### src/rtl/dpa_pkg.sv
// Shared types and constants for the data-ROM port address unit.
`default_nettype none
package dpa_pkg;

    localparam int unsigned OFS_W   = 24;
    localparam int unsigned ADJ_W   = 16;
    localparam int unsigned MODE_W  = 8;
    localparam int unsigned WCODE_W = 2;
    localparam int unsigned RLOG_W  = 5;
    localparam int unsigned CIDX_W  = 2;
    localparam int unsigned CDAT_W  = 16;

    // Largest meaningful ROM size exponent and its reset value
    localparam logic [RLOG_W-1:0] ROM_LOG2_MAX = 5'd24;
    localparam logic [RLOG_W-1:0] ROM_LOG2_RST = 5'd23;
    // Window code that covers the whole 8 MB, so never forces zero
    localparam logic [WCODE_W-1:0] WCODE_FULL  = 2'd3;
    // Sum bit that marks an address outside the 4 MB window
    localparam int unsigned OUTSIDE_BIT = 22;
    // Log2 of the smallest (1 MB) window
    localparam int unsigned WIN_LOG2_MIN = 20;

    // Item kinds
    typedef enum logic [2:0] {
        KIND_WR_OFS   = 3'd0,
        KIND_WR_ADJ   = 3'd1,
        KIND_READ_ADV = 3'd2,
        KIND_TRIG_A   = 3'd3,
        KIND_TRIG_B   = 3'd4,
        KIND_TRIG_C   = 3'd5,
        KIND_READ     = 3'd6
    } kind_t;

    // Configuration register indexes
    typedef enum logic [CIDX_W-1:0] {
        REG_MODE   = 2'd0,
        REG_WCODE  = 2'd1,
        REG_STRIDE = 2'd2,
        REG_RLOG   = 2'd3
    } reg_idx_t;

    // Mode bit positions
    localparam int unsigned MB_STRIDE_EN  = 0;
    localparam int unsigned MB_ADJ_EN     = 1;
    localparam int unsigned MB_STRIDE_SGN = 2;
    localparam int unsigned MB_ADJ_SGN    = 3;
    localparam int unsigned MB_STEP_ADJ   = 4;

    // Settings the address calculation needs
    typedef struct packed {
        logic                adj_en;
        logic                adj_signed;
        logic [WCODE_W-1:0]  win_code;
        logic [RLOG_W-1:0]   rom_log2;
    } calc_cfg_t;

    // 16-bit value widened to the offset width, optionally sign-extended
    function automatic logic [OFS_W-1:0] widen16(input logic [ADJ_W-1:0] v,
                                                 input logic sgn);
        logic [OFS_W-ADJ_W-1:0] ext;
        begin
            ext = (sgn && v[ADJ_W-1]) ? '1 : '0;
            widen16 = {ext, v};
        end
    endfunction

endpackage
`default_nettype wire

### src/rtl/dpa_addr_calc.sv
// ROM fetch address calculation: offset plus adjust, window test and mirroring mask.
`default_nettype none
module dpa_addr_calc
    import dpa_pkg::*;
(
    input  wire calc_cfg_t        cfg,
    input  wire logic [OFS_W-1:0] offset,
    input  wire logic [ADJ_W-1:0] adjust,
    output logic      [OFS_W-1:0] rom_addr,
    output logic                  force_zero
);

    logic [ADJ_W-1:0]  adj_sel;
    logic [OFS_W-1:0]  sum;
    logic [OFS_W-1:0]  win_mask;
    logic [OFS_W-1:0]  rom_mask;
    logic [RLOG_W-1:0] rlog;

    // Sum of offset and adjust; only the low 24 bits matter downstream
    assign adj_sel = cfg.adj_en ? adjust : '0;
    assign sum     = offset + widen16(adj_sel, cfg.adj_signed);

    // Window mask: 1, 2, 4 or 8 MB
    always_comb begin
        case (cfg.win_code)
            2'd0:    win_mask = {{(OFS_W-WIN_LOG2_MIN){1'b0}}, {WIN_LOG2_MIN{1'b1}}};
            2'd1:    win_mask = {{(OFS_W-WIN_LOG2_MIN-1){1'b0}}, {(WIN_LOG2_MIN+1){1'b1}}};
            2'd2:    win_mask = {{(OFS_W-WIN_LOG2_MIN-2){1'b0}}, {(WIN_LOG2_MIN+2){1'b1}}};
            default: win_mask = {{(OFS_W-WIN_LOG2_MIN-3){1'b0}}, {(WIN_LOG2_MIN+3){1'b1}}};
        endcase
    end

    // Mirroring mask, size exponent clamped at 24
    assign rlog     = (cfg.rom_log2 > ROM_LOG2_MAX) ? ROM_LOG2_MAX : cfg.rom_log2;
    assign rom_mask = ~({OFS_W{1'b1}} << rlog);

    assign force_zero = (cfg.win_code != WCODE_FULL) && sum[OUTSIDE_BIT];
    assign rom_addr   = force_zero ? '0 : (sum & win_mask & rom_mask);

endmodule
`default_nettype wire

### src/rtl/data_rom_port_address_unit.sv
// Top level of the data-ROM port address unit.
// A result is registered and appears in the cycle after its transaction is
// accepted. One transaction per cycle unless a held result stalls s_ready;
// offset, adjust and sum logic sits between state and result registers.
// Reset (aresetn, synchronous, active low) clears offset, adjust and all
// configuration registers except the ROM size exponent, which resets to 23.
`default_nettype none
module data_rom_port_address_unit
    import dpa_pkg::*;
(
    input  wire logic               aclk,
    input  wire logic               aresetn,
    // configuration write channel
    input  wire logic               cfg_valid,
    output logic                    cfg_ready,
    input  wire logic [CIDX_W-1:0]  cfg_index,
    input  wire logic [CDAT_W-1:0]  cfg_data,
    // input transactions
    input  wire logic               s_valid,
    output logic                    s_ready,
    input  wire logic [2:0]         s_kind,
    input  wire logic [OFS_W-1:0]   s_write_value,
    // results
    output logic                    m_valid,
    input  wire logic               m_ready,
    output logic      [OFS_W-1:0]   m_rom_addr,
    output logic                    m_force_zero,
    output logic      [OFS_W-1:0]   m_offset_now,
    output logic      [ADJ_W-1:0]   m_adjust_now
);

    logic [MODE_W-1:0]  mode_reg;
    logic [WCODE_W-1:0] wcode_reg;
    logic [ADJ_W-1:0]   stride_reg;
    logic [RLOG_W-1:0]  rlog_reg;
    logic [OFS_W-1:0]   offset_reg, offset_next;
    logic [ADJ_W-1:0]   adjust_reg, adjust_next;
    logic               m_valid_reg, m_valid_next;
    logic [OFS_W-1:0]   rom_addr_reg;
    logic               force_zero_reg;
    logic [OFS_W-1:0]   offset_now_reg;
    logic [ADJ_W-1:0]   adjust_now_reg;

    logic               s_accept;
    logic               has_result;
    logic [ADJ_W-1:0]   step;
    logic [2:0]         trig_sel;
    kind_t              kind;
    calc_cfg_t          calc_cfg;
    logic [OFS_W-1:0]   calc_addr;
    logic               calc_zero;

    assign cfg_ready = 1'b1;
    assign s_ready   = !m_valid_reg || m_ready;
    assign s_accept  = s_valid && s_ready;
    assign kind      = kind_t'(s_kind);
    assign trig_sel  = mode_reg[MODE_W-1:MODE_W-3];
    assign step      = mode_reg[MB_STRIDE_EN] ? stride_reg : ADJ_W'(1);

    // Next offset and adjust for this transaction
    always_comb begin
        offset_next = offset_reg;
        adjust_next = adjust_reg;
        has_result  = 1'b0;
        case (kind)
            KIND_WR_OFS: begin
                offset_next = s_write_value;
            end
            KIND_WR_ADJ: begin
                adjust_next = s_write_value[ADJ_W-1:0];
            end
            KIND_READ_ADV: begin
                has_result = 1'b1;
                if (mode_reg[MB_STEP_ADJ]) begin
                    adjust_next = adjust_reg + step;
                end else begin
                    offset_next = offset_reg + widen16(step, mode_reg[MB_STRIDE_SGN]);
                end
            end
            KIND_TRIG_A, KIND_TRIG_B, KIND_TRIG_C: begin
                if (trig_sel == (s_kind - 3'd2)) begin
                    has_result  = 1'b1;
                    offset_next = offset_reg + widen16(adjust_reg, mode_reg[MB_ADJ_SGN]);
                end
            end
            KIND_READ: begin
                has_result = 1'b1;
            end
            default: begin
                has_result = 1'b0;
            end
        endcase
    end

    assign calc_cfg.adj_en     = mode_reg[MB_ADJ_EN];
    assign calc_cfg.adj_signed = mode_reg[MB_ADJ_SGN];
    assign calc_cfg.win_code   = wcode_reg;
    assign calc_cfg.rom_log2   = rlog_reg;

    dpa_addr_calc u_calc (
        .cfg        (calc_cfg),
        .offset     (offset_next),
        .adjust     (adjust_next),
        .rom_addr   (calc_addr),
        .force_zero (calc_zero)
    );

    // Result valid: set by a transaction that reads, cleared when taken
    always_comb begin
        if (s_accept && has_result) begin
            m_valid_next = 1'b1;
        end else if (m_ready) begin
            m_valid_next = 1'b0;
        end else begin
            m_valid_next = m_valid_reg;
        end
    end

    // Control and state registers
    always_ff @(posedge aclk) begin
        if (!aresetn) begin
            mode_reg    <= '0;
            wcode_reg   <= '0;
            stride_reg  <= '0;
            rlog_reg    <= ROM_LOG2_RST;
            offset_reg  <= '0;
            adjust_reg  <= '0;
            m_valid_reg <= 1'b0;
        end else begin
            m_valid_reg <= m_valid_next;
            if (s_accept) begin
                offset_reg <= offset_next;
                adjust_reg <= adjust_next;
            end
            if (cfg_valid && cfg_ready) begin
                case (reg_idx_t'(cfg_index))
                    REG_MODE:   mode_reg   <= cfg_data[MODE_W-1:0];
                    REG_WCODE:  wcode_reg  <= cfg_data[WCODE_W-1:0];
                    REG_STRIDE: stride_reg <= cfg_data[ADJ_W-1:0];
                    REG_RLOG:   rlog_reg   <= cfg_data[RLOG_W-1:0];
                    default:    mode_reg   <= mode_reg;
                endcase
            end
        end
    end

    // Result payload
    always_ff @(posedge aclk) begin
        if (s_accept && has_result) begin
            rom_addr_reg   <= calc_addr;
            force_zero_reg <= calc_zero;
            offset_now_reg <= offset_next;
            adjust_now_reg <= adjust_next;
        end
    end

    assign m_valid      = m_valid_reg;
    assign m_rom_addr   = rom_addr_reg;
    assign m_force_zero = force_zero_reg;
    assign m_offset_now = offset_now_reg;
    assign m_adjust_now = adjust_now_reg;

endmodule
`default_nettype wire
### config.mk
export PLATFORM = sky130hd
export DESIGN_NAME = data_rom_port_address_unit
export DESIGN_NICKNAME = d
export VERILOG_FILES = /design/src/rtl/dpa_pkg.sv /design/src/rtl/dpa_addr_calc.sv /design/src/rtl/data_rom_port_address_unit.sv
export SDC_FILE = /design/constraint.sdc
export NUM_CORES = 1
export LEC_CHECK = 0
export BUFFER_PORTS_ARGS = -buffer_cell sky130_fd_sc_hd__clkbuf_2
export CELL_PAD_IN_SITES_DETAIL_PLACEMENT = 1
export CELL_PAD_IN_SITES_GLOBAL_PLACEMENT = 1
export CORE_ASPECT_RATIO = 0.75
export CORE_MARGIN = 5
export CORE_UTILIZATION = 40
export CTS_BUF_LIST = sky130_fd_sc_hd__clkbuf_4 sky130_fd_sc_hd__clkbuf_8
export CTS_CLUSTER_SIZE = 25
export DETAILED_ROUTE_END_ITERATION = 16
export PLACE_DENSITY_LB_ADDON = 0.1
export SYNTH_ARGS = -nofsm -noshare
export SYNTH_HDL_FRONTEND = slang
export SYNTH_SLANG_ARGS = --single-unit
### constraint.sdc
create_clock -name aclk -period 13.8 [get_ports aclk]
set_input_delay 2.07 -clock aclk [delete_from_list [all_inputs] [get_ports aclk]]
set_output_delay 2.07 -clock aclk [all_outputs]
set_load 0.02 [all_outputs]
==> flow_metrics.env, run 1 <==
export IMPL_antenna_found_initial=0
export IMPL_nets=1575
export IMPL_routed_wl_um=44100
export IMPL_ioPinCount=118
export IMPL_skew_ps=17.2
export IMPL_post_route_drc_count=0
export IMPL_coreArea_um2=27200
export IMPL_final_min_clock_period_ps=8190
export IMPL_dp_hpwl_um=33100
export IMPL_switching_share=0.361
export IMPL_clk_latency_ps=480
export IMPL_area_delta_synth_final_pct=10.7
export IMPL_p_leak_uw=0.00502
export IMPL_p_switching_uw=396
export IMPL_cts_buffers=17
export IMPL_p_clk_frac=0.333
export IMPL_dp_cells=1788
export IMPL_max_freq_mhz=122
export IMPL_cts_sinks=136
export IMPL_p_comb_frac=0.228
export IMPL_slew_viol_final=0
export IMPL_drt_iter0_drc=967
export IMPL_placed_cell_area_um2=11900
export IMPL_layout_drive_gt1_share=0.138
export IMPL_start_util=0.409
export IMPL_seqPwrFrac=0.439
export IMPL_synth_cell_types=89
export IMPL_synth_edff_count=64
export IMPL_ant_nets=0
export IMPL_htreeDepth=4
export IMPL_synthCells=1393
export IMPL_drv_cap=0
export IMPL_seq_area_frac_synth=0.302
export IMPL_fillers=3360
export IMPL_setup_viol=0
export IMPL_required_ps=13980
export IMPL_die_w_um=203
export IMPL_clk_pin_slew_ps=90
export IMPL_cts_root_buf="clkbuf_8"
export IMPL_cts_hold_buffers=0
export IMPL_grt_pass1_vias=10778
export IMPL_diodes=0
export IMPL_grt_max_degree=61
export IMPL_grt_overflow=0
export IMPL_ff_latch_area_um2=3360
export IMPL_clock_path_buffers=2
export IMPL_hold_path_class="register to register"
export IMPL_dieArea_um2=31300
export IMPL_final_hold_violation_count=0
export IMPL_track_usage=0.274
export IMPL_endpoint_kind="register"
export IMPL_synth_seq_cells=136
export IMPL_p_int_uw=700
export IMPL_holdWs_ps=456
export IMPL_grt_pass1_wl_um=66700
export IMPL_synth_area_um2=11100
export IMPL_synth_net_count=1512
export IMPL_crit_fanout=26
export IMPL_final_period_utilization=0.593
export IMPL_port_buffers=115
export IMPL_rsz0062_at_grt="false"
export IMPL_viasPerCell=6.21
export IMPL_gp_congestion=0.935
export IMPL_critical_path_class="input port to register"
export IMPL_post_cts_resized=0
export IMPL_first_pass_iters=5
export IMPL_fp_dieH_um=154
export IMPL_routedWlPerCell_um=24.2
export IMPL_multiInputGateArea_um2=7250
export IMPL_critPathArrivalTime_ps=8360
export IMPL_powerDensity_nw_per_um2=89.0
export IMPL_start_kind="input port"
export IMPL_avgSynthCellArea_um2=7.99
export IMPL_ir_drop_uv=56.9
export IMPL_worst_slew_pin_slew_ps=1160
export IMPL_tns_ps=0
export IMPL_yosysWarnings=0
export IMPL_instances_no_fill=1820
export IMPL_fp_row_count=52
export IMPL_synthFlopType="dfxtp_1"
export IMPL_finalInstanceArea_um2=12300
export IMPL_maxSlewHeadroom=0.221
export IMPL_run_status="finished clean"
export IMPL_vias=11295
export IMPL_async_flop_share=0
export IMPL_post_cts_buffers=0
export IMPL_tritoncts="done"
## critical path: stages
cell,delay [ps]
clkbuf_2,400
nor2b_1,240
mux2i_1,140
o21ai_0,620
nand2_1,490
a21o_1,290
nand2_1,60
o311ai_0,370
ha_1,500
o21ai_0,130
a21boi_0,350
o22ai_1,170
o21ai_0,420
a31o_2,270
nand2_1,90
o21a_1,200
o21ai_0,280
xnor2_2,120
xnor2_2,870
a221oi_1,240
## cells by family after synthesis
kind of cell | share of synthesized area
xor gates and xnor gates | 0.0643
AOI/OAI and AO/OA | 0.279
and+or+nand+nor | 0.201
adders and majority gates | 0.0855
muxes | 0.0192
other | 0.000675
buffers and inverters | 0.0476
DFF | 0.302
## layer usage
metal | track usage | routed length [um] | vias up
li1 | - | - | 5286
met1 | 0.400 | 20400 | 5546
met2 | 0.414 | 18800 | 418
met3 | 0.0641 | 4180 | 45
met4 | 0.0585 | 745 | 0
met5 | 0 | 0 | -
## stage by stage
stage          power, uW   util  worst slack [ps]
2_1_floorplan        642      -              7120
3_3_place_gp         729  0.438              5300
3_5_place_dp         734  0.438              5300
4_1_cts             1100  0.453              5750
5_1_grt             1150  0.453              5190
6_report            1100  0.453              5610
## layout by cell type (no fill, tap or decap), types with 16 or more instances in the layout
cell type,synthesis,final
clkbuf_8,0,17
nor3_1,32,30
nor2_1,132,131
inv_1,31,31
a22oi_1,17,17
a31oi_1,16,16
nand2b_1,18,18
a211oi_1,31,31
xor2_1,27,27
o21ai_0,104,104
and2_1,27,27
buf_4,8,21
nand2_1,162,162
xnor2_1,51,51
mux2i_1,18,18
edfxtp_1,64,64
a21o_1,27,27
a221oi_1,17,17
dfxtp_1,72,71
clkbuf_2,0,115
ha_1,67,67
nand3_1,31,31
a21oi_1,138,138
## power groups by stage
stage	sequential, uW	combinational, uW	clock [uW]
after floorplan	479	163	0
after global placement	489	240	0
after detailed placement	490	244	0
after CTS	480	247	371
after global routing	485	270	390
final	482	250	365
## cells in the mapped netlist, drive strengths merged, types with 27 or more instances
| cell type | instances | area (um^2) |
|---|---|---|
| o21ai | 106 | 534 |
| xnor2 | 53 | 479 |
| and2 | 28 | 175 |
| nand2 | 162 | 608 |
| ha | 67 | 838 |
| dfxtp | 72 | 1440 |
| buf | 29 | 169 |
| nor2 | 132 | 495 |
| a21o | 27 | 203 |
| edfxtp | 64 | 1920 |
| nand3 | 31 | 155 |
| a211oi | 31 | 233 |
| a21oi | 139 | 699 |
| clkbuf | 63 | 236 |
| nor3 | 32 | 160 |
| inv | 33 | 124 |
| xor2 | 27 | 236 |
## final timing paths
kind | from | endpoint | slack, ps | cells past startpoint
hold reg to reg | stride_reg[12] | stride_reg[12] | 460 | 2
setup / recovery | s_kind[1] | m_rom_addr[2] | 5610 | 20
hold / removal | stride_reg[12] | stride_reg[12] | 460 | 2
setup reg to reg | mode_reg[0] | m_rom_addr[2] | 5930 | 27
## area by class of cell
| type | instances | share of cell area |
|---|---|---|
| multi-input cells | 1132 | 0.589 |
| flip-flops and latches | 136 | 0.273 |
| repair buffers | 136 | 0.0595 |
| well taps | 351 | 0.0357 |
| clock buffers | 18 | 0.0196 |
| clock inverters | 14 | 0.0131 |
| inverters | 33 | 0.0101 |
(Power assumes the default switching activity.)
==> run 2, diff against run 1 <==
- clock period: 13.8 -> 7.9 ns (I/O delays scaled with it)
==> run 2 against run 1 <==
Net effect: largest cell class unchanged; critical path depth rose by 6; hold slack better by 2.0 ps; final area rose by 0.30%; worst setup slack worse by 4800 ps; final cell count increased by 0.11%; global-route usage about the same; non-clock buffer count grew 2.
==> flow_metrics.env, run 2 (same netlist as run 1, synthesis figures left out) <==
export IMPL_clock_path_buffers=2
export IMPL_routedWlPerCell_um=24.1
export IMPL_hold_path_class="register to register"
export IMPL_grt_pass1_vias=10919
export IMPL_die_w_um=203
export IMPL_endpoint_kind="register"
export IMPL_htreeDepth=4
export IMPL_slew_viol_final=0
export IMPL_fp_row_count=52
export IMPL_grt_overflow=0
export IMPL_start_kind="register"
export IMPL_cts_sinks=136
export IMPL_tns_ps=0
export IMPL_dp_hpwl_um=33700
export IMPL_area_delta_synth_final_pct=11.1
export IMPL_drt_iter0_drc=901
export IMPL_clk_latency_ps=500
export IMPL_critical_path_class="register to register"
export IMPL_diodes=0
export IMPL_rsz0062_at_grt="false"
export IMPL_final_period_utilization=0.897
export IMPL_viasPerCell=6.16
export IMPL_dieArea_um2=31300
export IMPL_track_usage=0.274
export IMPL_worst_slew_pin_slew_ps=1360
export IMPL_coreArea_um2=27200
export IMPL_final_hold_violation_count=0
export IMPL_vias=11216
export IMPL_layout_commonest_cell="nand2_1"
export IMPL_required_ps=8070
export IMPL_first_pass_iters=4
export IMPL_port_buffers=115
export IMPL_final_min_clock_period_ps=7090
export IMPL_ir_drop_uv=112
export IMPL_post_route_drc_count=0
export IMPL_final_cell_mix="nand2_1, a21oi_1, nor2_1"
export IMPL_ioPinCount=118
export IMPL_ant_nets=0
export IMPL_holdWs_ps=458
export IMPL_critPathArrivalTime_ps=7260
export IMPL_fillers=3351
export IMPL_gp_congestion=0.908
export IMPL_antenna_found_initial=0
export IMPL_cts_buffers=17
export IMPL_powerDensity_nw_per_um2=157
export IMPL_drv_cap=0
export IMPL_skew_ps=34.8
export IMPL_tritoncts="done"
export IMPL_setup_viol=0
export IMPL_grt_max_degree=59
export IMPL_fp_dieH_um=154
export IMPL_cts_root_buf="clkbuf_8"
export IMPL_nets=1577
export IMPL_p_leak_uw=0.00503
export IMPL_clk_pin_slew_ps=110
export IMPL_start_util=0.409
export IMPL_maxSlewHeadroom=0.0824
export IMPL_grt_pass1_wl_um=66700
export IMPL_crit_fanout=24
export IMPL_layout_drive_gt1_share=0.139
export IMPL_routed_wl_um=44000
export IMPL_post_cts_buffers=0
export IMPL_max_freq_mhz=141
export IMPL_run_status="finished clean"
-- run 2: cell count changes in the layout (fill, tap and decap cells not counted), sizes merged --
cell | before | now
clkinvlp | 1 | 2
clkinv | 3 | 2
buf | 21 | 23
clkbuf | 133 | 132
inv | 41 | 42
-- run 2: worst max-delay path, cell delays in order (launching register included) --
cell	delay, ps
dfxtp_1	530
nand2_1	170
xnor2_1	180
ha_1	280
o21ai_0	120
a2111oi_0	460
o22ai_1	160
or3_1	380
mux2_2	290
o21ai_0	240
nor2_1	70
nor2_1	100
a31oi_1	50
a21oi_1	480
nor2b_1	130
ha_1	330
o21ai_0	110
a21boi_0	340
o22ai_1	170
o21ai_0	420
a31o_2	260
nand2_1	80
o21a_1	190
o21ai_0	290
xnor2_2	160
xnor2_4	560
a221oi_1	210
-- run 2: timing repair --
action,CTS,global route
gates resized for setup,0,1
hold buffers,0,0
endpoints found under the setup margin,0,8
-- run 2: worst paths after layout --
check	from	to	slack [ps]	depth (start not counted)
worst min-delay path	stride_reg[13]	stride_reg[13]	460	2
worst max register to register	stride_reg[1]	m_rom_addr[5]	810	26
worst min register to register	stride_reg[13]	stride_reg[13]	460	2
worst max-delay path	stride_reg[1]	m_rom_addr[5]	810	26
-- run 2: final cells by class --
class	count	area, um^2	area share
Clock inverter	15	180	0.0146
Sequential cell	136	3360	0.272
Inverter	33	124	0.0100
Tap cell	351	439	0.0355
Clock buffer	17	234	0.0189
Timing Repair Buffer	138	748	0.0606
Multi-Input combinational cell	1132	7270	0.588
-- run 2: stage by stage --
stage / power, uW / instance area [um^2] / std cells / util / setup slack (ps)
final: 1940 / 12400 / 1822 / 0.454 / 811
after global routing: 2010 / 12400 / 1822 / 0.454 / 235
after detailed placement: 1280 / 11900 / 1790 / 0.439 / 621
after global placement: 1280 / 11900 / 1790 / 0.439 / 759
after CTS: 1940 / 12300 / 1822 / 0.454 / 653
after floorplan: 1120 / 11100 / 1393 / - / 1220
-- run 2: power breakdown --
| part | total, uW | switching, uW | internal, uW |
|---|---|---|---|
| sequential | 845 | 64.7 | 780 |
| combinational | 437 | 286 | 151 |
| clock | 659 | 364 | 295 |
-- run 2: per-layer routing --
layer  up-vias  track usage  part of all wire
met5         -            0                 0
met3        57       0.0645             0.074
met4         0       0.0704             0.021
li1       5273            -                 -
met1      5531        0.401              0.48
met2       355        0.408              0.43
==> run 3, diff against run 2 <==
- ABC_AREA: default -> 1
==> run 3 against run 2 <==
Net effect: wire length rose by 16%; clock power fell by 3.5%; combinational power rose by 34%; critical endpoint is now m_rom_addr[3].
==> flow_metrics.env, run 3 <==
export IMPL_yosysMostFrequentCell="nand2_1"
export IMPL_synth_top_cell_by_area="edfxtp_1"
export IMPL_final_period_utilization=0.804
export IMPL_fp_row_count=53
export IMPL_cp_buffers_inverters=4
export IMPL_cpPeakStageDelay_ps=560
export IMPL_r2r_start="mode_reg[0]"
export IMPL_critPathSlowestCell="dfxtp_1"
export IMPL_clock_path_buffers=2
export IMPL_worstRegToRegCells=28
export IMPL_routed_wl_um=51100
export IMPL_dp_hpwl_um=41700
export IMPL_clk_pin_slew_ps=90
export IMPL_port_buffers=115
export IMPL_tritoncts="done"
export IMPL_synth_top_area_frac=0.167
export IMPL_run_status="finished clean"
export IMPL_diodes=0
export IMPL_crit_fanout=24
export IMPL_layout_drive_gt1_share=0.107
export IMPL_grt_pass1_vias=12643
export IMPL_cts_hold_buffers=0
export IMPL_hold_start="stride_reg[14]"
export IMPL_synth_cell_types=52
export IMPL_die_w_um=206
export IMPL_timing_rr_end="m_rom_addr[3]"
export IMPL_clk_latency_ps=500
export IMPL_crit_top_cell="nand2_1"
export IMPL_synth_seq_cells=136
export IMPL_critPathArrivalTime_ps=6610
export IMPL_vias=12908
export IMPL_critical_path_class="register to register"
export IMPL_routedWlPerCell_um=22.4
export IMPL_htreeDepth=4
export IMPL_drv_cap=0
export IMPL_avgSynthCellArea_um2=6.44
export IMPL_synthFlopType="dfxtp_1"
export IMPL_hold_path_class="register to register"
export IMPL_yosysWarnings=0
export IMPL_post_cts_resized=0
export IMPL_seq_area_frac_synth=0.293
export IMPL_final_cell_mix="nand2_1, inv_1, a21oi_1"
export IMPL_nets=1998
export IMPL_maxSlewHeadroom=0.301
export IMPL_layout_commonest_cell="nand2_1"
export IMPL_viasPerCell=5.67
export IMPL_cts_root_buf="clkbuf_8"
export IMPL_setup_viol=0
export IMPL_cts_sinks=136
export IMPL_powerDensity_nw_per_um2=161
export IMPL_tns_ps=0
export IMPL_track_usage=0.315
export IMPL_synth_area_um2=11500
export IMPL_grt_max_degree=55
export IMPL_fp_dieH_um=157
export IMPL_dieArea_um2=32300
export IMPL_required_ps=8160
export IMPL_r2r_slack_ps=1550
export IMPL_p_leak_uw=0.00648
export IMPL_rsz0062_at_grt="false"
export IMPL_final_min_clock_period_ps=6350
export IMPL_cpLargestDelayFamily="compound AO/OA/AOI/OAI gates"
export IMPL_cts_buffers=17
export IMPL_coreArea_um2=28200
export IMPL_yosys_top_cells_count="nand2_1, inv_1, a21oi_1"
export IMPL_antenna_found_initial=0
export IMPL_endpoint_kind="register"
export IMPL_start_kind="register"
export IMPL_slew_viol_final=0
export IMPL_async_flop_share=0
export IMPL_synth_top_cells_by_area="edfxtp_1, nand2_1, dfxtp_1, inv_1, a21oi_1"
export IMPL_fin_util=0.455
export IMPL_skew_ps=19.4
export IMPL_worst_slew_pin_slew_ps=1050
export IMPL_ioPinCount=118
export IMPL_post_route_drc_count=0
export IMPL_area_delta_synth_final_pct=11.6
export IMPL_synth_net_count=1902
export IMPL_gp_congestion=0.949
export IMPL_post_cts_buffers=0
export IMPL_first_pass_iters=5
export IMPL_drt_iter0_drc=1195
export IMPL_min_to="stride_reg[14]"
export IMPL_ir_drop_uv=98.4
export IMPL_hold_path_depth=2
export IMPL_synthCells=1783
export IMPL_ant_nets=0
export IMPL_final_hold_violation_count=0
export IMPL_grt_overflow=0
export IMPL_start_util=0.408
export IMPL_max_freq_mhz=157
export IMPL_synth_edff_count=64
export IMPL_grt_pass1_wl_um=76600
-- run 3: cell count changes after synthesis, sizes merged, moves of 47 or more --
cell,delta
nand3,+73
xnor2,-47
o21ai,+60
a21oi,+62
inv,+268
nand2,+263
-- run 3: layer usage --
metal	wire, um	GRT usage	vias to the layer above
li1	-	-	6082
met5	0	0	-
met4	1210	0.0819	0
met3	5220	0.0932	57
met1	24300	0.468	6247
met2	20300	0.444	522
-- run 3: layout make-up --
class | count | area, um^2
fill | 3832 | 15400
multi-input combinational | 1290 | 6750
sequential | 136 | 3360
inverter | 305 | 1140
timing repair buffer | 129 | 681
tap | 385 | 482
clock buffer | 22 | 284
clock inverter | 10 | 120
-- run 3: kinds of logic (layout without fill, tap and decap cells) --
kind of cell | count (synthesis) | count (layout) | share of synthesized area
AND/OR/NAND/NOR | 730 | 730 | 0.267
AO/OA/AOI/OAI | 463 | 463 | 0.223
buffers and inverters | 357 | 466 | 0.120
flip-flops | 136 | 136 | 0.293
adder cells (fa/ha/maj) | 69 | 69 | 0.0764
XOR/XNOR | 26 | 26 | 0.0198
other | 2 | 2 | 0.000654
-- run 3: metrics by stage --
stage / std cells / area, um^2 / power [uW] / hold WS (ps) / setup slack [ps]
6_report: 2277 / 12800 / 2070 / 458 / 1550
5_1_grt: 2277 / 12800 / 2170 / 473 / 1200
4_1_cts: 2277 / 12800 / 2060 / 458 / 1770
3_5_place_dp: 2245 / 12400 / 1430 / 443 / 1720
3_3_place_gp: 2245 / 12400 / 1420 / 433 / 1860
2_1_floorplan: 1783 / 11500 / 1220 / 424 / 3430
-- run 3: worst register-to-register path: cells and delay by family, from the launching register on --
family,cells,cell delay [ps]
compound gates,9,2630
fa+ha+maj,1,390
buf+inv,4,620
flops,1,560
simple gates,14,1910
-- run 3: power by group --
| group | total [uW] | internal [uW] | switching [uW] |
|---|---|---|---|
| clock | 636 | 310 | 326 |
| combinational | 587 | 169 | 418 |
| sequential | 847 | 794 | 52.5 |
| total | 2070 | 1270 | 797 |
-- run 3: how the worst max path moves through the flow --
stage	start	end	depth (start not counted)
6_report	mode_reg[0]	m_rom_addr[3]	28
5_1_grt	mode_reg[0]	m_rom_addr[2]	28
4_1_cts	mode_reg[0]	m_rom_addr[3]	28
3_5_place_dp	s_kind[0]	m_rom_addr[3]	25
3_3_place_gp	s_kind[0]	m_rom_addr[6]	25
2_1_floorplan	s_kind[1]	m_rom_addr[6]	28
